File: config.mk
export PLATFORM = sky130hd
export DESIGN_NAME = button_debounce_mode_controller_top
export DESIGN_NICKNAME = d
export VERILOG_FILES = /design/src/bdmc_pkg.sv /design/src/bdmc_button.sv /design/src/bdmc_mode.sv /design/src/button_debounce_mode_controller_top.sv
export SDC_FILE = /design/constraint.sdc
export NUM_CORES = 2
export LEC_CHECK = 0
export BUFFER_PORTS_ARGS = -buffer_cell sky130_fd_sc_hd__buf_4
export CAP_MARGIN = 20
export CORE_MARGIN = 5
export CORE_UTILIZATION = 40
export DETAILED_ROUTE_END_ITERATION = 8
export PLACE_DENSITY = 0.69
export SYNTH_ARGS = -nofsm -noshare
export SYNTH_HDL_FRONTEND = slang
export SYNTH_SLANG_ARGS = --single-unit
File: constraint.sdc
create_clock -name clk -period 12.8 [get_ports clk]
set_input_delay 1.92 -clock clk [delete_from_list [all_inputs] [get_ports clk]]
set_output_delay 1.92 -clock clk [all_outputs]
set_load 0.02 [all_outputs]
File: src/bdmc_pkg.sv
package bdmc_pkg;

    localparam int NUM_BTN = 5;

    // button positions in the level vectors
    localparam int POS_RIGHT = 0;
    localparam int POS_LEFT  = 1;
    localparam int POS_UP    = 2;
    localparam int POS_DOWN  = 3;
    localparam int POS_OK    = 4;

    localparam logic [2:0] OPM_OFF      = 3'd0;
    localparam logic [2:0] OPM_TRACKING = 3'd1;
    localparam logic [2:0] OPM_PAUSE    = 3'd2;
    localparam logic [2:0] OPM_MANUAL   = 3'd3;
    localparam logic [2:0] OPM_TILT     = 3'd4;

    localparam logic [1:0] REG_DEBOUNCE   = 2'd0;
    localparam logic [1:0] REG_LONG_PRESS = 2'd1;
    localparam logic [1:0] REG_MODE_GUARD = 2'd2;

    localparam logic [15:0] DEBOUNCE_MS_RST   = 16'd40;
    localparam logic [15:0] LONG_PRESS_MS_RST = 16'd1500;
    localparam logic [15:0] MODE_GUARD_MS_RST = 16'd300;

    localparam logic [3:0] JOY_NONE       = 4'd0;
    localparam logic [3:0] JOY_FWD        = 4'd1;
    localparam logic [3:0] JOY_FWD_LEFT   = 4'd2;
    localparam logic [3:0] JOY_LEFT       = 4'd3;
    localparam logic [3:0] JOY_BACK_LEFT  = 4'd4;
    localparam logic [3:0] JOY_BACK       = 4'd5;
    localparam logic [3:0] JOY_BACK_RIGHT = 4'd6;
    localparam logic [3:0] JOY_RIGHT      = 4'd7;
    localparam logic [3:0] JOY_FWD_RIGHT  = 4'd8;

    typedef struct packed {
        logic [31:0] now_ms;
        logic        press_right;
        logic        press_left;
        logic        press_up;
        logic        press_down;
        logic        press_ok;
    } sample_t;

    typedef struct packed {
        logic [2:0] mode;
        logic [3:0] joystick;
        logic       mode_changed;
        logic [4:0] stable_levels;
        logic [4:0] rising_edges;
    } result_t;

    // per-button status handed to the mode logic
    typedef struct packed {
        logic stable;
        logic rise;
        logic long_fired;
    } btn_stat_t;

    // mode logic outcome for one sample
    typedef struct packed {
        logic [2:0] mode;
        logic [3:0] joystick;
        logic       changed;
    } mode_res_t;

    // levels: bit0 right, bit1 left, bit2 up, bit3 down
    function automatic logic [3:0] joy_code(input logic [3:0] lv);
        logic r;
        logic l;
        logic u;
        logic d;
        logic [3:0] code;
        r = lv[POS_RIGHT];
        l = lv[POS_LEFT];
        u = lv[POS_UP];
        d = lv[POS_DOWN];
        if ((u && d) || (l && r))
            code = JOY_NONE;
        else if (u && !l && !r)
            code = JOY_FWD;
        else if (u && l)
            code = JOY_FWD_LEFT;
        else if (!u && !d && l)
            code = JOY_LEFT;
        else if (d && l)
            code = JOY_BACK_LEFT;
        else if (d && !l && !r)
            code = JOY_BACK;
        else if (d && r)
            code = JOY_BACK_RIGHT;
        else if (!u && !d && r)
            code = JOY_RIGHT;
        else if (u && r)
            code = JOY_FWD_RIGHT;
        else
            code = JOY_NONE;
        return code;
    endfunction

endpackage

File: src/bdmc_button.sv
module bdmc_button (
    input  logic                clk,
    input  logic                rst_n,
    input  logic                en,
    input  logic [31:0]         now_ms,
    input  logic                raw_in,
    input  logic [15:0]         debounce_ms,
    input  logic [15:0]         long_press_ms,
    input  logic                restart,
    output bdmc_pkg::btn_stat_t stat
);
    import bdmc_pkg::*;

    logic        raw_reg;
    logic        stable_reg;
    logic [31:0] change_time_reg;
    logic [31:0] press_time_reg;
    logic        long_fired_reg;

    logic        stable_next;
    logic [31:0] change_time_next;
    logic [31:0] press_time_next;
    logic        long_fired_next;

    logic        settled;
    logic        flip;
    logic        rise;
    logic        held_long;
    logic [31:0] ct_eff;
    logic [31:0] pt_eff;
    logic        lf_eff;

    always_comb
    begin
        ct_eff  = (raw_in != raw_reg) ? now_ms : change_time_reg;
        settled = (now_ms - ct_eff) >= {16'd0, debounce_ms};
        flip    = settled && (stable_reg != raw_in);
        stable_next = flip ? raw_in : stable_reg;
        rise    = flip && raw_in;
        // a new press restarts the long-press timer
        pt_eff  = rise ? now_ms : press_time_reg;
        lf_eff  = rise ? 1'b0 : long_fired_reg;
        held_long = stable_next && ((now_ms - pt_eff) >= {16'd0, long_press_ms});
        long_fired_next = lf_eff || held_long;
        change_time_next = ct_eff;
        press_time_next  = pt_eff;
    end

    assign stat.stable     = stable_next;
    assign stat.rise       = rise;
    assign stat.long_fired = long_fired_next;

    always_ff @(posedge clk or negedge rst_n)
    begin
        if (!rst_n)
        begin
            raw_reg         <= 1'b0;
            stable_reg      <= 1'b0;
            change_time_reg <= '0;
            press_time_reg  <= '0;
            long_fired_reg  <= 1'b0;
        end
        else if (en)
        begin
            raw_reg    <= raw_in;
            stable_reg <= stable_next;
            if (restart)
            begin
                change_time_reg <= now_ms;
                press_time_reg  <= now_ms;
                long_fired_reg  <= 1'b0;
            end
            else
            begin
                change_time_reg <= change_time_next;
                press_time_reg  <= press_time_next;
                long_fired_reg  <= long_fired_next;
            end
        end
    end

endmodule

File: src/bdmc_mode.sv
module bdmc_mode (
    input  logic                                      clk,
    input  logic                                      rst_n,
    input  logic                                      en,
    input  logic [31:0]                               now_ms,
    input  logic [15:0]                               mode_guard_ms,
    input  bdmc_pkg::btn_stat_t [bdmc_pkg::NUM_BTN-1:0] stat,
    input  logic [3:0]                                raw_levels,
    output bdmc_pkg::mode_res_t                       res
);
    import bdmc_pkg::*;

    logic [2:0]  mode_reg;
    logic [2:0]  mode_next;
    logic [31:0] guard_start_reg;
    logic        guard_open;
    logic        changed;
    logic        any_rise;

    always_comb
    begin
        any_rise = 1'b0;
        for (int i = 0; i < NUM_BTN; i++)
            any_rise = any_rise | stat[i].rise;
    end

    // first event that fires wins: a change clears every flag behind it
    always_comb
    begin
        guard_open = (now_ms - guard_start_reg) >= {16'd0, mode_guard_ms};
        mode_next  = mode_reg;
        changed    = 1'b0;
        if (guard_open)
        begin
            if (stat[POS_OK].long_fired)
            begin
                mode_next = (mode_reg == OPM_OFF) ? OPM_TRACKING : OPM_OFF;
                changed   = 1'b1;
            end
            else if (stat[POS_UP].long_fired)
            begin
                mode_next = OPM_MANUAL;
                changed   = 1'b1;
            end
            else if (stat[POS_LEFT].long_fired)
            begin
                mode_next = OPM_TILT;
                changed   = 1'b1;
            end
            else if (stat[POS_DOWN].rise && mode_reg == OPM_TRACKING)
            begin
                mode_next = OPM_PAUSE;
                changed   = 1'b1;
            end
            else if (mode_reg == OPM_PAUSE && any_rise)
            begin
                mode_next = OPM_TRACKING;
                changed   = 1'b1;
            end
        end
    end

    assign res.mode     = mode_next;
    assign res.changed  = changed;
    assign res.joystick = (mode_next == OPM_MANUAL) ? joy_code(raw_levels) : JOY_NONE;

    always_ff @(posedge clk or negedge rst_n)
    begin
        if (!rst_n)
        begin
            mode_reg        <= OPM_OFF;
            guard_start_reg <= '0;
        end
        else if (en)
        begin
            mode_reg <= mode_next;
            if (changed)
                guard_start_reg <= now_ms;
        end
    end

endmodule

File: src/button_debounce_mode_controller_top.sv
// Channel   Dir   Handshake                    Payload
// sample    in    sample_valid / sample_stall  sample_t: now_ms, five raw levels
// result    out   result_valid / result_stall  result_t: mode, joystick, flags, levels
// cfg       in    cfg_we                       cfg_index selects register, cfg_data
//
// One sample per cycle unless sample_stall is high.
// The sample register feeds one pass of debounce and mode logic into the result register.
// Reset puts all buttons released, mode off and the registers at their defaults.
// A stalled result holds; the sample register keeps taking a new sample as the result moves.
module button_debounce_mode_controller_top (
    input  logic              clk,
    input  logic              rst_n,
    input  logic              sample_valid,
    output logic              sample_stall,
    input  bdmc_pkg::sample_t sample,
    output logic              result_valid,
    input  logic              result_stall,
    output bdmc_pkg::result_t result,
    input  logic              cfg_we,
    input  logic [1:0]        cfg_index,
    input  logic [15:0]       cfg_data
);
    import bdmc_pkg::*;

    logic [15:0] debounce_ms_reg;
    logic [15:0] long_press_ms_reg;
    logic [15:0] mode_guard_ms_reg;

    logic        in_valid_reg;
    sample_t     in_data_reg;
    logic        out_valid_reg;
    result_t     out_data_reg;
    result_t     out_data_next;

    logic        advance;
    logic [NUM_BTN-1:0] raw_levels;
    btn_stat_t [NUM_BTN-1:0] stat;
    mode_res_t   mres;
    logic [NUM_BTN-1:0] stable_bits;
    logic [NUM_BTN-1:0] rise_bits;

    always_ff @(posedge clk or negedge rst_n)
    begin
        if (!rst_n)
        begin
            debounce_ms_reg   <= DEBOUNCE_MS_RST;
            long_press_ms_reg <= LONG_PRESS_MS_RST;
            mode_guard_ms_reg <= MODE_GUARD_MS_RST;
        end
        else if (cfg_we)
        begin
            unique case (cfg_index)
                REG_DEBOUNCE:   debounce_ms_reg   <= cfg_data;
                REG_LONG_PRESS: long_press_ms_reg <= cfg_data;
                REG_MODE_GUARD: mode_guard_ms_reg <= cfg_data;
                default: ;
            endcase
        end
    end

    assign advance      = in_valid_reg && (!out_valid_reg || !result_stall);
    assign sample_stall = in_valid_reg && !advance;

    assign raw_levels = {in_data_reg.press_ok, in_data_reg.press_down, in_data_reg.press_up,
                         in_data_reg.press_left, in_data_reg.press_right};

    for (genvar g = 0; g < NUM_BTN; g++)
    begin : g_btn
        bdmc_button u_button (
            .clk          (clk),
            .rst_n        (rst_n),
            .en           (advance),
            .now_ms       (in_data_reg.now_ms),
            .raw_in       (raw_levels[g]),
            .debounce_ms  (debounce_ms_reg),
            .long_press_ms(long_press_ms_reg),
            .restart      (mres.changed),
            .stat         (stat[g])
        );
        assign stable_bits[g] = stat[g].stable;
        assign rise_bits[g]   = stat[g].rise;
    end

    bdmc_mode u_mode (
        .clk          (clk),
        .rst_n        (rst_n),
        .en           (advance),
        .now_ms       (in_data_reg.now_ms),
        .mode_guard_ms(mode_guard_ms_reg),
        .stat         (stat),
        .raw_levels   (raw_levels[3:0]),
        .res          (mres)
    );

    always_comb
    begin
        out_data_next.mode          = mres.mode;
        out_data_next.joystick      = mres.joystick;
        out_data_next.mode_changed  = mres.changed;
        out_data_next.stable_levels = stable_bits;
        out_data_next.rising_edges  = rise_bits;
    end

    always_ff @(posedge clk or negedge rst_n)
    begin
        if (!rst_n)
        begin
            in_valid_reg  <= 1'b0;
            out_valid_reg <= 1'b0;
        end
        else
        begin
            if (!sample_stall)
                in_valid_reg <= sample_valid;
            if (advance)
                out_valid_reg <= 1'b1;
            else if (!result_stall)
                out_valid_reg <= 1'b0;
        end
    end

    always_ff @(posedge clk)
    begin
        if (!sample_stall && sample_valid)
            in_data_reg <= sample;
        if (advance)
            out_data_reg <= out_data_next;
    end

    assign result_valid = out_valid_reg;
    assign result       = out_data_reg;

endmodule

== After elaboration in Yosys (flattened, before gate mapping) ==
Cells that the tools add are included.

* Add/subtract/negate cells: 9
* $lt $le $gt $ge: 9
* Equality and inequality tests: 16
* Mux-type cells: 50
* Bitwise gates (word level): 5
* Reductions and logical operators: 54

{| class="wikitable"
|+ Operators with widths
! operator !! count
|-
| 32-bit 2-to-1 mux || 16
|-
| 32-bit by 16-bit >= comparator with 1-bit output || 9
|-
| 32-bit subtractor || 9
|-
| 1-bit logical AND || 31
|-
| 3-bit 2-to-1 mux || 10
|-
| 1-bit 2-to-1 mux || 21
|-
| 1-bit != test || 10
|-
| 9-bit OR reduction || 1
|-
| 1-bit zero test || 8
|-
| 2-bit AND reduction || 4
|-
| 3-bit by 2-bit == test with 1-bit output, second input constant || 2
|-
| 1-bit logical OR || 5
|-
| 5-bit OR reduction || 1
|-
| 2-bit 2-to-1 mux || 2
|-
| 4-bit 2-to-1 mux || 1
|-
| 1-bit bitwise OR || 4
|-
| 3-bit by 1-bit == test with 1-bit output, second input constant || 1
|-
| 3-bit zero test || 1
|-
| 3-bit OR reduction || 1
|-
| 2-bit by 1-bit == test with 1-bit output, second input constant || 1
|-
| 2-bit == test, second input constant || 1
|-
| 2-bit zero test || 1
|-
| 2-bit by 1-bit != test with 1-bit output, second input constant || 1
|-
| 2-bit OR reduction || 1
|-
| 1-bit NOT || 1
|}

* Register bits: 409
* Input port bits: 60
* Output and inout port bits: 20
* Word-level logic and storage cells: 185

== Depth between registers and ports, before layout ==
* Word-level depth: 20
* Gate-level depth with buffers: 62
* Depth with buffers taken out: 57

== Modules after synthesis ==
From an unflattened synthesis, not the netlist that was laid out.

* Cells, all modules: 5951
* Area total of the unflattened synthesis: 50317.0 um2

{| class="wikitable"
|+ By module, submodules not included
! module !! instances !! cells an instance !! area each (um2) !! seq. area each (um2)
|-
| bdmc_button at g_btn[2].u_button ... || 2 || 1024 || 8371.8 || 1676.6
|-
| bdmc_button at g_btn[1].u_button || 1 || 1115 || 8735.9 || 1676.6
|-
| bdmc_button at g_btn[0].u_button || 1 || 1069 || 8509.4 || 1676.6
|-
| bdmc_button at g_btn[4].u_button || 1 || 1019 || 8349.3 || 1676.6
|-
| bdmc_mode || 1 || 535 || 4409.2 || 875.8
|-
| button_debounce_mode_controller_top || 1 || 165 || 3569.7 || 2919.0
|}

== Worst setup path before layout ==
No wires, ideal clock.

* Path type: flip-flop to flip-flop
* Start point: reg in_data_reg[0] (netlist bit)
* End point: reg g_btn[1].u_button.change_time_reg[26]
* Setup time: 0.125 ns
* Data arrival time: 11.812 ns
* Required time: 12.675 ns
* Path slack: 0.864 ns
* Cell stages (with the launch flop): 61
* Path buffers: 5
* Period minus slack after synthesis: 11.936 ns
* Cells stage by stage: edfxtp_1 -> xnor2_1 -> clkbuf_1 -> nand2_1 -> o21ai_0 -> ha_1 -> inv_1 -> fa_1 -> a21o_1 -> a21o_1 -> a211oi_1 -> nor2_1 -> nand2_1 -> nand2_1 -> and2_1 -> o21ai_0 -> nand2b_1 -> xor2_1 -> [... 25 more ...] -> o21ai_0 -> a21oi_1 -> xnor2_1 -> ha_1 -> a21o_1 -> a211oi_1 -> o221ai_1 -> nor4b_1 -> o2111ai_1 -> or4_1 -> nor3_1 -> o211ai_1 -> a21oi_1 -> nand2_2 -> or3_1 -> o221ai_2 -> buf_2 -> mux2_2

* Longest elaborated chain between the ends: 15
* Elaborated cells on any way between the ends: 23
* Classes of those cells: add/sub (2); order compare (2); eq/ne (2); mux (11); bitwise (1); reduce/logical (5)

{| class="wikitable"
|+ RTL lines
! item !! RTL line !! RTL
|-
| start, declared || button_debounce_mode_controller_top.sv:30 || <nowiki>sample_t in_data_reg;</nowiki>
|-
| start signal, assigned || button_debounce_mode_controller_top.sv:125 || <nowiki>in_data_reg <= sample;</nowiki>
|-
| parallel branches: the longest is 12 deep, another holds 32-bit subtractor || - ||
|-
| 1-bit 2-to-1 mux * || bdmc_mode.sv:35 || <nowiki>if (stat[POS_OK].long_fired)</nowiki>
|-
| 1-bit 2-to-1 mux * || bdmc_mode.sv:33 || <nowiki>if (guard_open)</nowiki>
|-
| 32-bit 2-to-1 mux * || bdmc_button.sv:67 || <nowiki>if (restart)</nowiki>
|-
| end signal, assigned || bdmc_button.sv:69 || <nowiki>change_time_reg <= now_ms;</nowiki>
|-
| end signal, assigned || bdmc_button.sv:75 || <nowiki>change_time_reg <= change_time_next;</nowiki>
|-
| end, declared || bdmc_button.sv:16 || <nowiki>logic [31:0] change_time_reg;</nowiki>
|}

Every way passes the cells marked *.
A chain may end at the register's enable or synchronous reset.

== Worst setup path in the final report ==
* Start point: reg in_data_reg[0] (netlist bit)
* End point: reg g_btn[1].u_button.change_time_reg[18]

The elaborated chain is that of the path after synthesis.

==> flow_metrics.py <==
metrics = {
    "critical_path": {
        "critPathLaunchType": "register",
        "worst-endpoint-required_ps": 13310,
        "path_class": "reg -> reg",
        "worstSetupEndpointType": "register",
        "crit_arrival_ps": 12790,
        "path_max_fanout": 14,
        "slowest_stage": "or4_1",
        "critical-path-max-stage-delay_ps": 520,
    },
    "floorplanning": {
        "num_io_pins": 80,
        "initial_utilization_pct": 40.1,
        "rows": 113,
        "die_w_um": 318,
        "die_height_um": 318,
        "core-area_um2": 94700,
        "design.die.area_um2": 101000,
    },
    "final_layout": {
        "combined_area_of_the_multi_input_logic_cells_um2": 26200,
        "largest_reg_flops": 160,
        "layout.area.seq_um2": 10500,
        "post_layout_nonfiller_instances": 5590,
        "area_delta_synth_final_pct": 11.6,
        "top_library_cells_by_usage_in_the_layout_fill_and_taps_aside": "406 x ha_1, 352 x a21oi_1, 341 x dfrtp_1, 300 x nor2_1, 259 x nand2_1",
        "fillerInstances": 9261,
        "most_frequent_standard_cell_in_the_layout_excluding_fill_and_tap_cells": "ha_1",
        "antenna-diode-count": 0,
        "num-nets-final": 4760,
        "fraction_of_final_layout_cells_with_drive_strength_greater_than_1_pct": 12.8,
    },
    "place": {
        "hpwl_after_detailed_placement_mm": 92.4,
        "gp_congestion": 0.945,
        "port_buffers": 79,
        "placed_cells": 5482,
    },
    "cts": {
        "tritoncts_num_sinks": 409,
        "cts_hold_repair.buffers": 0,
        "cts-buffers-inserted": 51,
        "cts_tree": "done",
        "max-clock-path-buffers": 3,
        "clock_tree.root_cell": "clkbuf_16",
        "clkTransAtPathRegs_ps": 60,
        "clock_insertion_delay_at_the_later_pin_of_the_skew_report_ps": 640,
        "htreeDepth": 2,
    },
    "synth": {
        "synth_top_cell_by_area": "dfrtp_1",
        "top_cell_type_s_share_of_synthesized_area_pct": 22.4,
        "async_flop_share_pct": 86.6,
        "synth.top_cells.by_area": "dfrtp_1 22%, ha_1 13%, mux2i_1 5.6%",
        "synthesis.instances": 4200,
        "ys_ff_latch": 409,
        "postSynthNetCount": 4676,
        "yosys_most_used_dff": "dfrtp_1",
        "distinct_cell_type_count_of_the_synthesized_netlist": 104,
        "synth.yosys.warnings": 0,
        "avgSynthCellArea_um2": 9.05,
        "synth_area_um2": 38000,
        "synth_enable_flop_cells": 55,
        "yosysSeqAreaShare_pct": 27.7,
    },
    "power": {
        "combPwrFrac_pct": 56.5,
        "pwr-share-clk_pct": 19.8,
        "switchingPower_w": 0.00314,
        "switching_share_pct": 43.3,
        "p_int_w": 0.00411,
        "power.static_leakage_nw": 18.9,
        "vdd.ir_drop.worst_mv": 0.128,
        "fraction_of_power_consumed_by_sequential_logic_pct": 23.7,
        "cellPowerDensity_nw_per_um2": 171,
    },
    "global_routing": {
        "grt.overflow.total": 0,
        "grt_max_degree": 147,
        "grtUsageTotal_pct": 22.8,
        "grt_pass1_vias": 32096,
        "grt_antenna_before_repair": 4,
        "grt_first_pass_wirelength_mm": 184,
    },
    "routing": {
        "wl_met2_mm": 55.1,
        "drcViolationCount": 0,
        "route.vias.total": 33583,
        "route.detailed.wl_per_inst_um": 21.8,
        "dr_wl_met3_mm": 8.19,
        "drt-initial-drc-count": 2854,
        "top_layer_used": "met4",
        "drt-pass1-iter-count": 6,
        "wl_mm": 122,
        "drtAntennaViolNets": 0,
        "via_per_inst": 6.01,
        "detail_route.wirelength.met1_mm": 52.9,
    },
    "sta": {
        "skew_ps": 47.4,
        "max_clock_freq_mhz": 81.4,
        "hold_viol": 0,
        "setup_viol": 0,
        "timing.final.max_slew_violations": 0,
        "max_slew.worst_pin.slew_ps": 1020,
        "fin_crit_ps": 12280,
        "layout_worst_path_cycle_share_pct": 95.9,
        "setup_total_negative_slack_ps": 0,
        "slew_headroom_pct": 30.0,
    },
    "status": {
        "run_status": "complete, no violations",
    },
    "worst_hold_path": {
        "holdCritPathClass": "reg -> reg",
    },
    "run": {
        "number_of_max_cap_violations": 0,
    },
}
-- worst max-delay path, delay by kind of cell, from the launching register on --
kind / cells / cell delay [ps]
buf+inv: 6 / 820
compound gates: 27 / 5110
mux: 1 / 350
fa+ha+maj: 6 / 1820
simple gates: 16 / 2970
flops: 1 / 470
xor+xnor: 3 / 540
-- power groups by stage --
| stage | combinational (W) | sequential, W | clock, W |
|---|---|---|---|
| 3_3_place_gp | 0.00390 | 0.00173 | 0 |
| 3_5_place_dp | 0.00396 | 0.00174 | 0 |
| 6_report | 0.00410 | 0.00172 | 0.00143 |
| 4_1_cts | 0.00400 | 0.00172 | 0.00146 |
| 5_1_grt | 0.00452 | 0.00175 | 0.00152 |
| 2_1_floorplan | 0.00299 | 0.00170 | 0 |
-- synthesized netlist by cell type, types with 36 or more instances --
cell,n
dfrtp_1,341
nand3_1,80
ha_1,408
xor2_1,74
xnor2_1,109
inv_1,195
nor2b_1,78
a31oi_1,36
o21a_1,67
nand2_1,259
mux2_1,140
nand4_1,57
a211oi_1,48
clkbuf_1,122
nor2_1,301
edfxtp_1,55
nor3_1,59
a21o_1,149
nand2b_1,76
mux2_2,183
o21bai_1,45
mux2i_1,212
a21oi_1,356
o21ai_0,213
-- through the flow --
stage	hold slack (ps)	cell area [µm²]	util (%)	setup WS, ps	total power [W]
6_report	482	42400	44.8	522	0.00726
5_1_grt	498	42400	44.8	-73.1	0.00779
3_3_place_gp	467	40400	42.7	-389	0.00563
2_1_floorplan	456	38000	-	864	0.00469
3_5_place_dp	474	40400	42.7	-196	0.00570
4_1_cts	488	42100	44.5	110	0.00718
-- routing by layer --
metal | global-route usage, % | up-vias
met3 | 2.68 | 244
met5 | 0 | -
met1 | 31.1 | 16344
met4 | 8.60 | 0
li1 | - | 15782
met2 | 37.3 | 1213
-- what timing repair did --
action,in CTS,in global routing
pin swaps,0,16
setup buffers,0,13
resized for setup,5,35
endpoints found under the setup margin,287,298
gates cloned,0,1
-- cell families after synthesis --
family                     Yosys count  share of synthesized area [%]
and+or+nand+nor                   1099                           14.3
buffers and inverters              371                           4.10
DFF                                409                           27.7
xor gates and xnor gates           184                           4.26
adders and majority gates          425                           14.1
muxes                              535                           15.2
AOI/OAI and AO/OA                 1177                           20.4
-- final cells by class --
class	instances	area share (%)
multi-input cells	3420	61.7
flip-flops and latches	409	24.8
well taps	1265	3.73
inverters	197	1.74
clock buffers	75	3.51
clock inverters	19	0.395
repair buffers	205	4.11
-- path summary, 6_finish.rpt --
kind	cells after the start	startpoint	slack [ps]	end
max reg2reg	59	in_data_reg[0]	520	g_btn[1].u_button.change_time_reg[18]
min in group asynchronous	1	rst_n	1250	u_mode.guard_start_reg[24]
min reg2reg	1	u_mode.guard_start_reg[29]	480	u_mode.guard_start_reg[29]
min	1	u_mode.guard_start_reg[29]	480	u_mode.guard_start_reg[29]
max in group asynchronous	3	rst_n	9420	g_btn[1].u_button.change_time_reg[21]
max	59	in_data_reg[0]	520	g_btn[1].u_button.change_time_reg[18]
(Power assumes the default switching activity.)
